File: config.mk
export PLATFORM = sky130hd
export DESIGN_NAME = command_transaction_retry_engine_core_flat
export DESIGN_NICKNAME = d
export VERILOG_FILES = /design/src/sv/ctre_pkg.sv /design/src/sv/ctre_if.sv /design/src/sv/ctre_ram.sv /design/src/sv/command_transaction_retry_engine_core.sv /design/src/flat_wrapper.sv
export SDC_FILE = /design/constraint.sdc
export NUM_CORES = 1
export LEC_CHECK = 0
export BUFFER_PORTS_ARGS = -buffer_cell sky130_fd_sc_hd__buf_4
export CAP_MARGIN = 20
export CORE_MARGIN = 2
export CORE_UTILIZATION = 47
export DETAILED_ROUTE_END_ITERATION = 8
export SLEW_MARGIN = 5
export SYNTH_ARGS = -nofsm -noshare
export SYNTH_HDL_FRONTEND = slang
export SYNTH_SLANG_ARGS = --single-unit
File: constraint.sdc
create_clock -name i_clk -period 22.3 [get_ports i_clk]
set_clock_uncertainty 0.1 [all_clocks]
set_input_delay 5.575 -clock i_clk [delete_from_list [all_inputs] [get_ports i_clk]]
set_output_delay 5.575 -clock i_clk [all_outputs]
set_load 0.05 [all_outputs]
File: src/sv/ctre_pkg.sv
`default_nettype none
package ctre_pkg;
    localparam int QUEUE_DEPTH_DEF = 8;
    localparam int SEQ_STEP_DEF    = 2;

    localparam logic [5:0] NODE_MASK    = 6'h3F;
    localparam logic [31:0] RESP_OFFSET = 32'd1;

    localparam logic [2:0] MODE_SUBMIT = 3'd0;
    localparam logic [2:0] MODE_WDONE  = 3'd1;
    localparam logic [2:0] MODE_TICK   = 3'd2;
    localparam logic [2:0] MODE_RESP   = 3'd3;
    localparam logic [2:0] MODE_CANCEL = 3'd4;

    localparam logic [2:0] WR_OK      = 3'd0;
    localparam logic [2:0] WR_TIMEOUT = 3'd1;
    localparam logic [2:0] WR_BUSY    = 3'd2;
    localparam logic [2:0] WR_STALE   = 3'd3;
    localparam logic [2:0] WR_ABORTED = 3'd4;

    localparam logic [1:0] KIND_SEND = 2'd0;
    localparam logic [1:0] KIND_CMPL = 2'd1;
    localparam logic [1:0] KIND_ACK  = 2'd2;

    localparam logic [3:0] ST_OK       = 4'd0;
    localparam logic [3:0] ST_NOTREADY = 4'd1;
    localparam logic [3:0] ST_TIMEOUT  = 4'd2;
    localparam logic [3:0] ST_ABORTED  = 4'd4;
    localparam logic [3:0] ST_IOERR    = 4'd5;
    localparam logic [3:0] ST_MISMATCH = 4'd6;
    localparam logic [3:0] ST_DEVERR   = 4'd7;
    localparam logic [3:0] ST_FULL     = 4'd8;
    localparam logic [3:0] ST_STALE    = 4'd3;

    localparam logic [1:0] CFG_ROUTE_VALID = 2'd0;
    localparam logic [1:0] CFG_ROUTE_NODE  = 2'd1;
    localparam logic [1:0] CFG_MAX_ATT     = 2'd2;
    localparam logic [1:0] CFG_TIMEOUT     = 2'd3;

    typedef struct packed {
        logic [2:0]  mode;
        logic [7:0]  category;
        logic [31:0] command;
        logic [2:0]  write_result;
        logic [31:0] serial_tag;
        logic [15:0] source_node;
        logic [31:0] resp_seqnum;
        logic [7:0]  resp_category;
        logic [31:0] resp_command;
        logic [31:0] resp_status;
        logic [3:0]  cancel_status;
    } t_in_item;

    typedef struct packed {
        logic [1:0]  kind;
        logic [31:0] seqnum;
        logic [7:0]  out_category;
        logic [31:0] out_command;
        logic [5:0]  target_node;
        logic [3:0]  attempt;
        logic [31:0] send_serial;
        logic [3:0]  status;
        logic        accepted;
        logic        last;
    } t_out_item;
endpackage
`default_nettype wire

File: src/sv/ctre_if.sv
`default_nettype none
interface ctre_if #(parameter int W = 1);
    logic         valid;
    logic         ready;
    logic [W-1:0] data;
    modport source (output valid, output data, input ready);
    modport sink   (input valid, input data, output ready);
endinterface
`default_nettype wire

File: src/sv/ctre_ram.sv
`default_nettype none
module ctre_ram #(
    parameter int WIDTH = 8,
    parameter int DEPTH = 8
) (
    input  wire logic                     i_clk,
    input  wire logic                     i_we,
    input  wire logic [$clog2(DEPTH)-1:0] i_waddr,
    input  wire logic [WIDTH-1:0]         i_wdata,
    input  wire logic [$clog2(DEPTH)-1:0] i_raddr,
    output logic      [WIDTH-1:0]         o_rdata
);
    logic [WIDTH-1:0] r_mem [DEPTH];
    always_ff @(posedge i_clk) begin
        if (i_we) r_mem[i_waddr] <= i_wdata;
        o_rdata <= r_mem[i_raddr];
    end
endmodule
`default_nettype wire

File: src/sv/command_transaction_retry_engine_core.sv
`default_nettype none
// Command transaction retry engine. Commands enter a queue held in a
// synchronous RAM (seqnum + category/command per entry); one command is in
// flight at a time and is resent on write timeout, busy, or tick timeout
// until max_attempts. Each input item yields one or more result items on
// the output channel, the final one flagged by last; an item that causes no
// send or completion yields one acknowledgement. A new input item is taken
// only in S_IDLE, after the previous one has finished. Every queue entry
// that is read back (started, completed as not_ready, or cancelled) goes
// through address, pop and hand-off steps, since the single RAM read port
// is registered; cancel reads back every queued entry in this way. A
// stalled output holds the engine until its result is taken. The user must
// write configuration through the plain write port only while the block is
// idle; the block itself does not enforce this.
module command_transaction_retry_engine_core #(
    parameter int QUEUE_DEPTH = ctre_pkg::QUEUE_DEPTH_DEF,
    parameter int SEQ_STEP    = ctre_pkg::SEQ_STEP_DEF
) (
    input  wire logic        i_clk,
    input  wire logic        i_rst_n,
    input  wire logic        i_cfg_we,
    input  wire logic [1:0]  i_cfg_index,
    input  wire logic [15:0] i_cfg_data,
    ctre_if.sink             in_ch,
    ctre_if.source           out_ch
);
    import ctre_pkg::*;

    localparam int AW = (QUEUE_DEPTH > 1) ? $clog2(QUEUE_DEPTH) : 1;
    localparam int CW = $clog2(QUEUE_DEPTH + 1);
    localparam int RD = (QUEUE_DEPTH > 1) ? QUEUE_DEPTH : 2;

    typedef enum logic [5:0] {
        S_IDLE  = 6'b000001,
        S_EXEC  = 6'b000010,
        S_RD    = 6'b000100,
        S_POP   = 6'b001000,
        S_EMIT  = 6'b010000,
        S_WAIT  = 6'b100000
    } t_state;

    // configuration
    logic        r_route_valid;
    logic [5:0]  r_route_node;
    logic [3:0]  r_max_att;
    logic [15:0] r_tmo;

    always_ff @(posedge i_clk) begin
        if (!i_rst_n) begin
            r_route_valid <= 1'b0;
            r_route_node  <= '0;
            r_max_att     <= 4'd3;
            r_tmo         <= 16'd1000;
        end else if (i_cfg_we) begin
            unique case (i_cfg_index)
                CFG_ROUTE_VALID: r_route_valid <= i_cfg_data[0];
                CFG_ROUTE_NODE:  r_route_node  <= i_cfg_data[5:0];
                CFG_MAX_ATT:     r_max_att     <= i_cfg_data[3:0];
                CFG_TIMEOUT:     r_tmo         <= i_cfg_data;
                default: ;
            endcase
        end
    end

    t_state      r_state;
    t_in_item    r_in;
    t_out_item   r_out;
    logic        r_ovalid;
    logic        r_acc;
    logic        r_cancel;   // draining queue for cancel
    logic [3:0]  r_cs;
    logic [AW-1:0] r_head;
    logic [CW-1:0] r_count;
    logic        r_busy;
    logic [31:0] r_bseq;
    logic [39:0] r_bcc;
    logic [3:0]  r_batt;
    logic [31:0] r_bser;
    logic [31:0] r_sctr;
    logic [31:0] r_seqctr;
    logic        r_tarm;
    logic [15:0] r_tcnt;

    // pending result buffer: the next result to go
    t_out_item   r_pend;

    // RAM
    logic          ram_we;
    logic [AW-1:0] ram_waddr, ram_raddr;
    logic [71:0]   ram_wdata, ram_rdata;

    ctre_ram #(.WIDTH(72), .DEPTH(RD)) u_qram (
        .i_clk(i_clk), .i_we(ram_we), .i_waddr(ram_waddr), .i_wdata(ram_wdata),
        .i_raddr(ram_raddr), .o_rdata(ram_rdata)
    );

    function automatic logic [AW-1:0] wrap_inc(input logic [AW-1:0] a);
        if (QUEUE_DEPTH == 1) return '0;
        if (a == AW'(QUEUE_DEPTH - 1)) return '0;
        return a + 1'b1;
    endfunction

    function automatic logic [AW-1:0] tail_idx(input logic [AW-1:0] h,
                                              input logic [CW-1:0] c);
        logic [AW+CW:0] s;
        s = (AW+CW+1)'(h) + (AW+CW+1)'(c);
        if (s >= (AW+CW+1)'(QUEUE_DEPTH)) s = s - (AW+CW+1)'(QUEUE_DEPTH);
        return s[AW-1:0];
    endfunction

    assign in_ch.ready = (r_state == S_IDLE);
    assign out_ch.valid = r_ovalid;
    assign out_ch.data  = r_out;

    wire out_free = !r_ovalid || out_ch.ready;

    // results: a result is staged in r_pend; it is pushed to r_out with
    // last decided when the item's processing finishes (S_WAIT holds pend).
    logic        r_hpend;

    // another result follows the staged one
    logic        more_pend;
    logic        do_push;

    assign more_pend = r_cancel ? (r_count != '0) : (!r_busy && r_count != '0);
    assign do_push   = out_free && ((r_state == S_EMIT) ||
                                    ((r_state == S_WAIT) && more_pend));

    function automatic t_out_item mk(input logic [1:0] k, input logic [31:0] s,
                                     input logic [39:0] cc, input logic [5:0] n,
                                     input logic [3:0] a, input logic [31:0] ser,
                                     input logic [3:0] st);
        t_out_item o;
        o.kind = k; o.seqnum = s; o.out_category = cc[39:32];
        o.out_command = cc[31:0]; o.target_node = n; o.attempt = a;
        o.send_serial = ser; o.status = st; o.accepted = 1'b0; o.last = 1'b0;
        return o;
    endfunction

    function automatic t_out_item with_tail(input t_out_item o, input logic acc,
                                            input logic lst);
        t_out_item t;
        t = o;
        t.accepted = acc;
        t.last = lst;
        return t;
    endfunction

    always_ff @(posedge i_clk) begin
        if (!i_rst_n) begin
            r_ovalid <= 1'b0;
        end else if (do_push) begin
            r_ovalid <= 1'b1;
        end else if (out_ch.ready) begin
            r_ovalid <= 1'b0;
        end
    end

    // Staging: a new result can be added only if out_free or no pending.
    // Engine holds in S_WAIT or S_EMIT until a staged result flushes.
    always_ff @(posedge i_clk) begin
        if (!i_rst_n) begin
            r_state  <= S_IDLE;
            r_hpend  <= 1'b0;
            r_head   <= '0;
            r_count  <= '0;
            r_busy   <= 1'b0;
            r_bseq   <= '0;
            r_bcc    <= '0;
            r_batt   <= '0;
            r_bser   <= '0;
            r_sctr   <= '0;
            r_seqctr <= '0;
            r_tarm   <= 1'b0;
            r_tcnt   <= '0;
            r_cancel <= 1'b0;
            r_acc    <= 1'b0;
        end else begin
            unique case (r_state)
                S_IDLE: begin
                    if (in_ch.valid) begin
                        r_in     <= in_ch.data;
                        r_state  <= S_EXEC;
                        r_acc    <= 1'b0;
                        r_cancel <= 1'b0;
                    end
                end
                S_EXEC: begin
                    case (r_in.mode)
                        MODE_SUBMIT: begin
                            r_seqctr <= r_seqctr + 32'(SEQ_STEP);
                            if (r_count >= CW'(QUEUE_DEPTH)) begin
                                r_pend  <= mk(KIND_CMPL, r_seqctr,
                                    {r_in.category, r_in.command}, '0, '0, '0, ST_FULL);
                                r_hpend <= 1'b1;
                                r_state <= S_EMIT;
                            end else begin
                                r_count <= r_count + 1'b1;
                                r_state <= S_RD;   // try to start it
                            end
                        end
                        MODE_WDONE: begin
                            if (r_busy && r_in.serial_tag == r_bser) begin
                                case (r_in.write_result)
                                    WR_OK: begin
                                        r_tarm <= 1'b1; r_tcnt <= r_tmo;
                                        r_state <= S_RD;
                                    end
                                    WR_TIMEOUT, WR_BUSY: r_state <= S_POP; // retry
                                    default: begin
                                        r_busy <= 1'b0; r_tarm <= 1'b0; r_tcnt <= '0;
                                        r_pend <= mk(KIND_CMPL, r_bseq, r_bcc, '0, '0, '0,
                                            (r_in.write_result == WR_STALE) ? ST_STALE :
                                            (r_in.write_result == WR_ABORTED) ? ST_ABORTED :
                                            ST_IOERR);
                                        r_hpend <= 1'b1;
                                        r_state <= S_WAIT;
                                    end
                                endcase
                            end else r_state <= S_EMIT;
                        end
                        MODE_TICK: begin
                            if (r_busy && r_tarm) begin
                                if (r_tcnt <= 16'd1) begin
                                    r_tarm <= 1'b0; r_tcnt <= '0;
                                    r_state <= S_POP;
                                end else begin
                                    r_tcnt <= r_tcnt - 1'b1;
                                    r_state <= S_EMIT;
                                end
                            end else r_state <= S_EMIT;
                        end
                        MODE_RESP: begin
                            if (r_busy && r_route_valid &&
                                (r_in.source_node[5:0] & NODE_MASK) == r_route_node &&
                                r_in.resp_seqnum == r_bseq + RESP_OFFSET) begin
                                r_acc <= 1'b1;
                                r_busy <= 1'b0; r_tarm <= 1'b0; r_tcnt <= '0;
                                r_pend <= mk(KIND_CMPL, r_bseq, r_bcc, '0, '0, '0,
                                    ({r_in.resp_category, r_in.resp_command} != r_bcc)
                                        ? ST_MISMATCH :
                                    (r_in.resp_status != '0) ? ST_DEVERR : ST_OK);
                                r_hpend <= 1'b1;
                                r_state <= S_WAIT;
                            end else r_state <= S_EMIT;
                        end
                        MODE_CANCEL: begin
                            r_cancel <= 1'b1;
                            r_cs <= (r_in.cancel_status > ST_FULL) ? ST_ABORTED
                                                                   : r_in.cancel_status;
                            r_tarm <= 1'b0; r_tcnt <= '0;
                            if (r_busy) begin
                                r_busy <= 1'b0;
                                r_pend <= mk(KIND_CMPL, r_bseq, r_bcc, '0, '0, '0,
                                    (r_in.cancel_status > ST_FULL) ? ST_ABORTED
                                                                   : r_in.cancel_status);
                                r_hpend <= 1'b1;
                                r_state <= S_WAIT;
                            end else r_state <= S_RD;
                        end
                        default: r_state <= S_EMIT;
                    endcase
                end
                S_RD: begin
                    // read issued combinationally at head; data next cycle
                    if (r_cancel) begin
                        if (r_count == '0) begin
                            r_head <= '0;
                            r_state <= S_EMIT;
                        end else r_state <= S_POP;
                    end else if (!r_busy && r_count != '0) r_state <= S_POP;
                    else r_state <= S_EMIT;
                end
                S_POP: begin
                    if (r_cancel || !r_busy) begin
                        // dequeue head
                        r_head  <= wrap_inc(r_head);
                        r_count <= r_count - 1'b1;
                        if (r_cancel)
                            r_pend <= mk(KIND_CMPL, ram_rdata[71:40], ram_rdata[39:0],
                                '0, '0, '0, r_cs);
                        else if (!r_route_valid)
                            r_pend <= mk(KIND_CMPL, ram_rdata[71:40], ram_rdata[39:0],
                                '0, '0, '0, ST_NOTREADY);
                        else begin
                            r_busy <= 1'b1; r_bseq <= ram_rdata[71:40];
                            r_bcc <= ram_rdata[39:0]; r_batt <= 4'd1;
                            r_sctr <= r_sctr + 1'b1; r_bser <= r_sctr + 1'b1;
                            r_tarm <= 1'b0; r_tcnt <= '0;
                            r_pend <= mk(KIND_SEND, ram_rdata[71:40], ram_rdata[39:0],
                                r_route_node, 4'd1, r_sctr + 1'b1, ST_OK);
                        end
                    end else if (r_batt < r_max_att) begin
                        // resend in-flight command
                        r_batt <= r_batt + 1'b1;
                        r_sctr <= r_sctr + 1'b1; r_bser <= r_sctr + 1'b1;
                        r_tarm <= 1'b0; r_tcnt <= '0;
                        r_pend <= mk(KIND_SEND, r_bseq, r_bcc, r_route_node,
                            r_batt + 1'b1, r_sctr + 1'b1, ST_OK);
                    end else begin
                        r_busy <= 1'b0; r_tarm <= 1'b0; r_tcnt <= '0;
                        r_pend <= mk(KIND_CMPL, r_bseq, r_bcc, '0, '0, '0, ST_TIMEOUT);
                    end
                    r_hpend <= 1'b1;
                    r_state <= S_WAIT;
                end
                S_WAIT: begin
                    // more results follow: send the staged one as non-last and
                    // go read the next entry; otherwise finish in S_EMIT
                    if (more_pend) begin
                        if (out_free) begin
                            r_out   <= with_tail(r_pend, r_acc, 1'b0);
                            r_hpend <= 1'b0;
                            r_state <= S_RD;
                        end
                    end else r_state <= S_EMIT;
                end
                S_EMIT: begin
                    if (out_free) begin
                        r_out <= with_tail(r_hpend ? r_pend
                                           : mk(KIND_ACK, '0, '0, '0, '0, '0, ST_OK),
                                           r_acc, 1'b1);
                        r_hpend <= 1'b0;
                        if (r_cancel) r_head <= '0;
                        r_state <= S_IDLE;
                    end
                end
                default: r_state <= S_IDLE;
            endcase
        end
    end

    // submit writes at tail in S_EXEC; reads always address head
    assign ram_we    = (r_state == S_EXEC) && (r_in.mode == MODE_SUBMIT) &&
                       (r_count < CW'(QUEUE_DEPTH));
    assign ram_waddr = tail_idx(r_head, r_count);
    assign ram_wdata = {r_seqctr, r_in.category, r_in.command};
    assign ram_raddr = r_head;
endmodule
`default_nettype wire

File: src/flat_wrapper.sv
// flat-port wrapper written by rule: the top's interface ports become plain ports
module command_transaction_retry_engine_core_flat import ctre_pkg::*;
#(
    parameter int QUEUE_DEPTH = ctre_pkg::QUEUE_DEPTH_DEF,
    parameter int SEQ_STEP    = ctre_pkg::SEQ_STEP_DEF
)
  (i_clk, i_rst_n, i_cfg_we, i_cfg_index, i_cfg_data, in_ch_valid, in_ch_data, in_ch_ready, out_ch_valid, out_ch_data, out_ch_ready);
  ctre_if #(.W($bits(t_in_item))) in_ch_i ();
  ctre_if #(.W($bits(t_out_item))) out_ch_i ();
  input  wire logic i_clk;
  input  wire logic i_rst_n;
  input  wire logic i_cfg_we;
  input  wire logic [1:0] i_cfg_index;
  input  wire logic [15:0] i_cfg_data;
  input wire logic [$bits(in_ch_i.valid)-1:0] in_ch_valid;
  input wire logic [$bits(in_ch_i.data)-1:0] in_ch_data;
  output wire logic [$bits(in_ch_i.ready)-1:0] in_ch_ready;
  output wire logic [$bits(out_ch_i.valid)-1:0] out_ch_valid;
  output wire logic [$bits(out_ch_i.data)-1:0] out_ch_data;
  input wire logic [$bits(out_ch_i.ready)-1:0] out_ch_ready;
  assign in_ch_i.valid = in_ch_valid;
  assign in_ch_i.data = in_ch_data;
  assign in_ch_ready = in_ch_i.ready;
  assign out_ch_valid = out_ch_i.valid;
  assign out_ch_data = out_ch_i.data;
  assign out_ch_i.ready = out_ch_ready;
  command_transaction_retry_engine_core #(.QUEUE_DEPTH(QUEUE_DEPTH), .SEQ_STEP(SEQ_STEP)) u_core (.i_clk(i_clk), .i_rst_n(i_rst_n), .i_cfg_we(i_cfg_we), .i_cfg_index(i_cfg_index), .i_cfg_data(i_cfg_data), .in_ch(in_ch_i), .out_ch(out_ch_i));
endmodule
# Word-level counts from Yosys, hierarchy flattened

Memory sizes are Yosys's and may differ from the RTL's. A register that Yosys moved wholly into a read port is not among the register bits.
Index checks and enable logic that the tools add are counted.

Add/subtract/negate cells: 10
Magnitude comparators: 6
Equality and inequality tests: 52
Muxes and demuxes: 109
Bitwise operators: 1
Reduce and logical (&&, ||, !) cells: 50

Operators by type and width:

| kind                                                                    | count |
|---|---|
| 122-bit two-way mux                                                     | 11 |
| 122-bit case mux with 2 select lines                                    | 2 |
| 122-bit case mux with 4 select lines                                    | 1 |
| 121-bit two-way mux                                                     | 2 |
| 32-bit two-way mux                                                      | 4 |
| 16-bit two-way mux                                                      | 7 |
| 32-bit by 1-bit adder with 32-bit output (second input constant)        | 2 |
| 32-bit equality test                                                    | 2 |
| 16-bit case mux with 2 select lines                                     | 2 |
| 16-bit case mux with 4 select lines                                     | 1 |
| 6-bit two-way mux                                                       | 8 |
| 4-bit two-way mux                                                       | 10 |
| 40-bit != test                                                          | 1 |
| 6-bit case mux with 6 select lines                                      | 1 |
| 1-bit two-way mux                                                       | 33 |
| 32-bit by 2-bit adder with 32-bit output (second input constant)        | 1 |
| 8-bit AND reduction                                                     | 4 |
| 32-bit nonzero test                                                     | 1 |
| 6-bit case mux with 5 select lines                                      | 1 |
| 3-bit two-way mux                                                       | 9 |
| 3-bit by 2-bit != test with 1-bit output (second input constant)        | 9 |
| 5-bit two-way mux                                                       | 5 |
| 2-bit by 1-bit != test with 1-bit output (second input constant)        | 9 |
| 16-bit by 1-bit <= comparator with 1-bit output (second input constant) | 1 |
| 51 further kinds                                                        | 101 |

Bits in registers: 642
Bits in writable memories: 576
Input port bits: 225
Output and inout port bits: 124
Logic and storage cells: 280
Memories kept: 1

Memories:

| name                | depth | bits a word | rd ports | clocked after Yosys merged registers in | wr ports | line           | source |
|---|---|---|---|---|---|---|---|
| u_core.u_qram.r_mem | 8     | 72          | 1        | 1                                       | 1        | ctre_ram.sv:13 | `logic [WIDTH-1:0] r_mem [DEPTH];` |

# Longest topological paths before layout

Gate-level depths: netlist (run 1).

Depth in word-level cells: 8
Gate-level depth with buffers: 10
Gate-level depth less buffers: 9

# Modules after synthesis

Synthesis (run 1) repeated with hierarchy kept, for this count alone.

Cells, all modules: 3,261
Area, all modules: 50,059.3 µm²

By module, submodules not included:

| module                                | instances | cells an instance | area each (µm²) | sequential area each (µm²) |
|---|---|---|---|---|
| command_transaction_retry_engine_core | 1         | 2,344             | 26,690.6        | 17,146.4 |
| ctre_ram                              | 1         | 917               | 23,368.7        | 18,738.0 |

# Least setup slack after synthesis (run 1)

No wires, ideal clock.

Path type: input to register
Start point: input port i_rst_n
End point: register u_core.r_in[0] in the netlist's numbering, enable pin
Library setup time: 748 ps
Data arrival time: 14,103 ps
Data required time: 21,452 ps
Path slack: 7,349 ps
Stages: 4
Path buffers: 2
Cell sequence: clkinv_1 clkbuf_1 clkbuf_1 nor2_1

Longest elaborated chain between the ends: 1

RTL lines:

| element                              | line                                         | source |
|---|---|---|
| start, declared                      | flat_wrapper.sv:11                           | `input wire logic i_rst_n;` |
| 3-bit AND reduction (no source line) | -                                            |  |
| end signal, assigned                 | command_transaction_retry_engine_core.sv:182 | `r_in <= in_ch.data;` |
| end, declared                        | command_transaction_retry_engine_core.sv:66  | `t_in_item r_in;` |

Every way passes these cells.
A chain may end at the register's enable or synchronous reset.

# Final worst setup path (run 1)

Start point: input port i_rst_n
End point: register u_core.r_in[67] in the netlist's numbering, enable pin

Same word-level chain as after synthesis.

==> results.json, run 1 <==
{
  "outcome": "finished clean",
  "post-place-cells": 4655,
  "yosysWarnings": 0,
  "cp-end-kind": "register",
  "grtUsageMet1": 0.295,
  "hold_path_startpoint": "u_core.u_qram.o_rdata[57]",
  "synth-edff-count": 1003,
  "synth_seq_area_share": 0.730,
  "hold_viol": 0,
  "cts_resized": 0,
  "synth_top_area_frac": 0.618,
  "rows": 118,
  "route.vias.total": 27392,
  "slowest_delay_ns": 0.85,
  "leakagePower_uw": 0.0196,
  "initial_utilization": 0.472,
  "synth_cells": 3066,
  "fp.dieArea_mm2": 0.106,
  "die_w_um": 326,
  "hold_path_depth": 2,
  "grt_max_degree": 87,
  "grt_pass1_wl_um": 177000,
  "grt-ovfl-total": 0,
  "gr-usage-met3": 0.0392,
  "routed_wl_um": 119000,
  "fin_util": 0.554,
  "crit_top_cell": "buf_4",
  "synth_compound_area_frac": 0.0432,
  "tightest_slew_ns": 1.10,
  "timing.rr.start": "u_core.r_state[5]",
  "post-route-period-util": 0.358,
  "stdcell_count": 4908,
  "final_cell_mix": "edfxtp_1 (1003), buf_4 (372), dfxtp_1 (268)",
  "crit_family": "buffers and inverters",
  "ys_seq_elements": 1274,
  "path_clk_slew_ns": 0.06,
  "synth_top_area_cell": "edfxtp_1",
  "root_buffer": "clkbuf_16",
  "critical_path_arrival_ns": 8.23,
  "port_buffers": 337,
  "grt_use_total": 0.222,
  "synth.area.top_cells": "edfxtp_1 (62%), dfxtp_1 (11%), mux4_2 (6.6%)",
  "cp-start-kind": "input pin",
  "clock_sinks": 1274,
  "hp-class": "reg2reg",
  "crit_fanout": 65,
  "synthMuxAreaShare": 0.0848,
  "irDropWorstVdd_uv": 47.4,
  "diodes": 0,
  "antenna_found_initial": 3,
  "avgRoutedWirePerCell_um": 24.2,
  "synthAdderAreaFrac": 0.00416,
  "holdBufCountCts": 0,
  "hold_path_end": "u_core.r_bseq[17]",
  "synth-simple-area-share": 0.0818,
  "setup_viol": 0,
  "async_flop_share": 0,
  "rsz0062_at_grt": "false",
  "post-cts-setup-buffers": 0,
  "antenna_left": 0,
  "synth_area_mm2": 0.0487,
  "rr_worst_depth": 5,
  "place_congestion": 0.859,
  "synth_top_family_by_area": "multiplexers",
  "clock_path_buffers": 3,
  "dieHeight_um": 326,
  "ioPinCount": 349,
  "dp_hpwl_um": 70900,
  "max_slew_margin": 0.265,
  "layout_commonest_cell": "edfxtp_1",
  "h-tree-depth": 4,
  "fill_cells": 8119,
  "viasPerCell": 5.58,
  "drive_gt1_frac": 0.236,
  "crit_chain": "buf_4 -> inv_6 -> nor2_4 -> buf_4 -> buf_4",
  "crit_buf_inv": 4,
  "drv_slew": 0,
  "grt_util_met2": 0.377,
  "cap_violations": 0,
  "clkLatencyLatePin_ns": 0.75,
  "syn_nets": 3306,
  "synth_xor_area_frac": 0.0346,
  "required_ns": 22.56,
  "cts_tree": "yes",
  "worstReg2RegEnd": "u_core.r_pend[114]",
  "power_density_mw_per_mm2": 85.7,
  "firstDrtPassIters": 8,
  "cts_buffers": 136,
  "core_mm2": 0.103,
  "fin_crit_ns": 7.97,
  "globalRoute.busiestLayer": "met2",
  "avgSynthCellArea_um2": 15.9,
  "critical_path_class": "in2reg",
  "seq_area_mm2": 0.0356,
  "setup_tns_ns": 0,
  "timing.fmax_ghz": 0.125,
  "rrSetupSlack_ns": 17.49,
  "grt_pass1_vias": 28109,
  "multi_input_area_mm2": 0.0122,
  "cp_slowest_cell": "buf_4",
  "area_growth_pct": 17.3,
  "ys.flop_type": "edfxtp_1",
  "yosys.cell_types.count": 67,
  "num-nets-final": 3655,
  "drc_errors": 0,
  "first_iter_violations": 2797
}
metrics by stage:
| step | instance area [um^2] | worst slack (ns) | hold slack, ns | total power [uW] |
|---|---|---|---|---|
| after global placement | 52700 | 13.58 | 0.330 | 2730 |
| after CTS | 57100 | 14.29 | 0.347 | 4940 |
| final | 57200 | 14.33 | 0.345 | 4900 |
| after detailed placement | 52700 | 13.51 | 0.331 | 2740 |
| after global routing | 57200 | 14.18 | 0.369 | 5050 |
| after floorplan | 48700 | 7.35 | 0.309 | 2680 |
routing by layer:
layer	vias up	share of wire
met5	-	0.00020
met2	997	0.50
met1	13919	0.41
met4	4	0.022
met3	166	0.062
li1	12306	-
kinds of logic after synthesis:
family,after synthesis
buffers and inverters,261
muxes,226
DFF,1274
and+or+nand+nor,791
xor gates and xnor gates,188
adders and majority gates,15
AOI/OAI and AO/OA,310
other,1
worst min-delay path: cells and delay by family, from the launching register on:
kind,cells,cell delay (ns)
AND/OR/NAND/NOR,1,0.06
AO/OA/AOI/OAI,1,0.05
flip-flops,1,0.30
synthesized netlist by cell type, types with 49 or more instances:
cell      instances
edfxtp_1       1003
dfxtp_1         271
nand2_1         244
nor2_1          150
mux4_2          142
nor2b_1         130
a21oi_1         129
clkbuf_1        129
inv_1            97
xor2_1           97
xnor2_1          86
mux2_2           72
a222oi_1         71
nand3_1          49
area by class of cell:
type	instances	share of cell area
clock buffers	200	0.0689
clock inverters	51	0.00845
multi-input cells	1531	0.214
repair buffers	374	0.0498
well taps	1380	0.0302
inverters	98	0.00652
flip-flops and latches	1274	0.622
report_power, final:
group          switching, uW  leakage (uW)  internal (uW)
clock network            903       0.00217           1310
logic                   57.9       0.00599           41.4
registers               18.0        0.0114           2570
sequential cells by signal (all words and copies together) (netlist names), 16 cells and up:
register,count
u_core.r_bser,32
u_core.out_ch.data,121
u_core.r_bcc,40
u_core.r_tmo,16
u_core.u_qram.o_rdata,71
u_core.r_in,192
u_core.r_pend,118
u_core.r_tcnt,16
u_core.r_bseq,31
u_core.r_seqctr,31
u_core.u_qram.r_mem,568
how the worst max path moves through the flow:
stage	start	to	slack (ns)	depth (start not counted)
floorplan	i_rst_n	u_core.r_in[0]	7.35	4
global placement	i_rst_n	u_core.r_in[177]	13.58	5
detailed placement	i_rst_n	u_core.r_in[177]	13.51	5
CTS	u_core.r_state[2]	in_ch_ready	14.29	3
global route	i_rst_n	u_core.r_in[56]	14.18	5
finish	i_rst_n	u_core.r_in[67]	14.33	5
(Power assumes the default switching activity.)
==> run 2, diff against run 1 <==
- PLACE_DENSITY: not set -> 0.67
- clock period: 22.3 -> 6.94 ns (I/O delays scaled with it)
==> run 2 against run 1 <==
The flow now finishes with violations (design-rule violations). First-iteration DRC count increased by 0.97%. Clock-buffer cell count decreased by 11. Non-clock buffer count increased by 3. Critical endpoint is now in_ch_ready. Highest routed layer is now met4.
==> results.json, run 2 (same netlist as run 1, synthesis figures left out) <==
{
  "rows": 118,
  "drive_gt1_frac": 0.235,
  "cts_tree": "yes",
  "startpoint": "u_core.r_state[1]",
  "viasPerCell": 5.57,
  "path_clk_slew_ns": 0.06,
  "drv_slew": 0,
  "required_ns": 5.11,
  "hp-class": "reg2reg",
  "dieHeight_um": 326,
  "post-route-period-util": 0.653,
  "antenna_found_initial": 0,
  "holdBufCountCts": 0,
  "clock_path_buffers": 3,
  "cp-end-kind": "output port",
  "outcome": "finished with violations",
  "power_density_mw_per_mm2": 273,
  "pre_cts_slack_ns": 2.56,
  "ioPinCount": 349,
  "finalWorstSetupSlack_ns": 2.41,
  "rrSetupSlack_ns": 2.68,
  "core_mm2": 0.103,
  "setup_tns_ns": 0,
  "initial_utilization": 0.472,
  "tightest_slew_ns": 1.08,
  "firstDrtPassIters": 9,
  "violations": "design-rule violations",
  "grt_pass1_vias": 27171,
  "fp.dieArea_mm2": 0.106,
  "clkLatencyLatePin_ns": 0.73,
  "rr_worst_depth": 8,
  "first_iter_violations": 2824,
  "place_congestion": 0.870,
  "setup_viol": 0,
  "top_layer": "met4",
  "cp-start-kind": "register",
  "cts_buffers": 134,
  "avgRoutedWirePerCell_um": 23.5,
  "cts_resized": 0,
  "layout_commonest_cell": "edfxtp_1",
  "dr_wl_met3_um": 7990,
  "crit_fanout": 5,
  "num-nets-final": 3656,
  "leakagePower_uw": 0.0196,
  "root_buffer": "clkbuf_16",
  "die_w_um": 326,
  "dp_hpwl_um": 67700,
  "final_cell_mix": "edfxtp_1 (1003), buf_4 (368), dfxtp_1 (268)",
  "critical_path_arrival_ns": 2.70,
  "largest-register": "u_core.u_qram.r_mem",
  "grt_max_degree": 131,
  "drc_errors": 7,
  "hold_path_depth": 2,
  "timing.rr.start": "u_core.r_in[107]",
  "hold_path_startpoint": "u_core.u_qram.o_rdata[1]",
  "critical_path_class": "reg2out",
  "grt_use_total": 0.215,
  "max_slew_margin": 0.283,
  "h-tree-depth": 4,
  "clock_sinks": 1274,
  "port_buffers": 337,
  "cap_violations": 0,
  "wl_met2_um": 56500,
  "hold_path_end": "u_core.r_bcc[1]",
  "routed_wl_um": 115000,
  "hold_viol": 0,
  "irDropWorstVdd_uv": 268,
  "post-cts-setup-buffers": 0,
  "diodes": 0,
  "route.vias.total": 27314,
  "antenna_left": 0,
  "fin_crit_ns": 4.53,
  "timing.fmax_ghz": 0.221,
  "grt_pass1_wl_um": 171000,
  "worstReg2RegEnd": "u_core.r_pend[113]",
  "grt-ovfl-total": 0,
  "rsz0062_at_grt": "false",
  "drt-met1-wl_um": 47500,
  "largest_reg_flops": 568,
  "area_growth_pct": 17.3
}
## run 2: cell types whose count changed in the layout (fill, tap and decap cells not counted), moves of 3 or more
cell and change:
buf_12 +8, buf_4 -4, clkbuf_1 -7, clkbuf_16 -3, clkinv_1 +8, clkinv_2 -6, clkinv_8 +3
## run 2: per-stage QoR
step | utilization | total power (uW) | instances | instance area [um^2] | hold WS (ns)
2_1_floorplan | - | 8600 | 3066 | 48700 | 0.309
3_3_place_gp | 0.512 | 8790 | 4658 | 52800 | 0.333
3_5_place_dp | 0.512 | 8790 | 4658 | 52800 | 0.343
4_1_cts | 0.553 | 15700 | 4902 | 57100 | 0.341
5_1_grt | 0.554 | 16000 | 4904 | 57100 | 0.352
6_report | 0.554 | 15600 | 4904 | 57100 | 0.345
## run 2: metal layers
metal / up-vias / track usage
li1: 12277 / -
met1: 13777 / 0.290
met2: 1056 / 0.353
met3: 204 / 0.0393
met4: 0 / 0.0746
met5: - / 0
## run 2: report_power, final
group          switching, uW  internal [uW]
Clock                   2900           4040
Combinational            189            134
Sequential              55.1           8250
Total                   3150          12400
## run 2: cell type report
class	instances	area (um^2)
Tap cell	1380	1730
Multi-Input combinational cell	1531	12200
Clock inverter	55	479
Fill cell	8104	46100
Sequential cell	1274	35600
Clock buffer	189	3820
Timing Repair Buffer	377	2950
Inverter	98	373
## run 2: worst max-delay path by stage
stage | end | slack (ns) | cells past startpoint
final | in_ch_ready | 2.41 | 3
after global routing | in_ch_ready | 2.35 | 3
after CTS | in_ch_ready | 2.43 | 3
after detailed placement | u_core.r_pend[116] | 2.56 | 7
after global placement | u_core.r_pend[113] | 2.56 | 7
after floorplan | u_core.u_qram.r_mem[5][0] | 0.07 | 6
## run 2: critical path: stages (launching register included)
cell,delay [ns]
dfxtp_1,0.33
or4_1,0.56
nor3b_1,0.74
buf_4,0.33
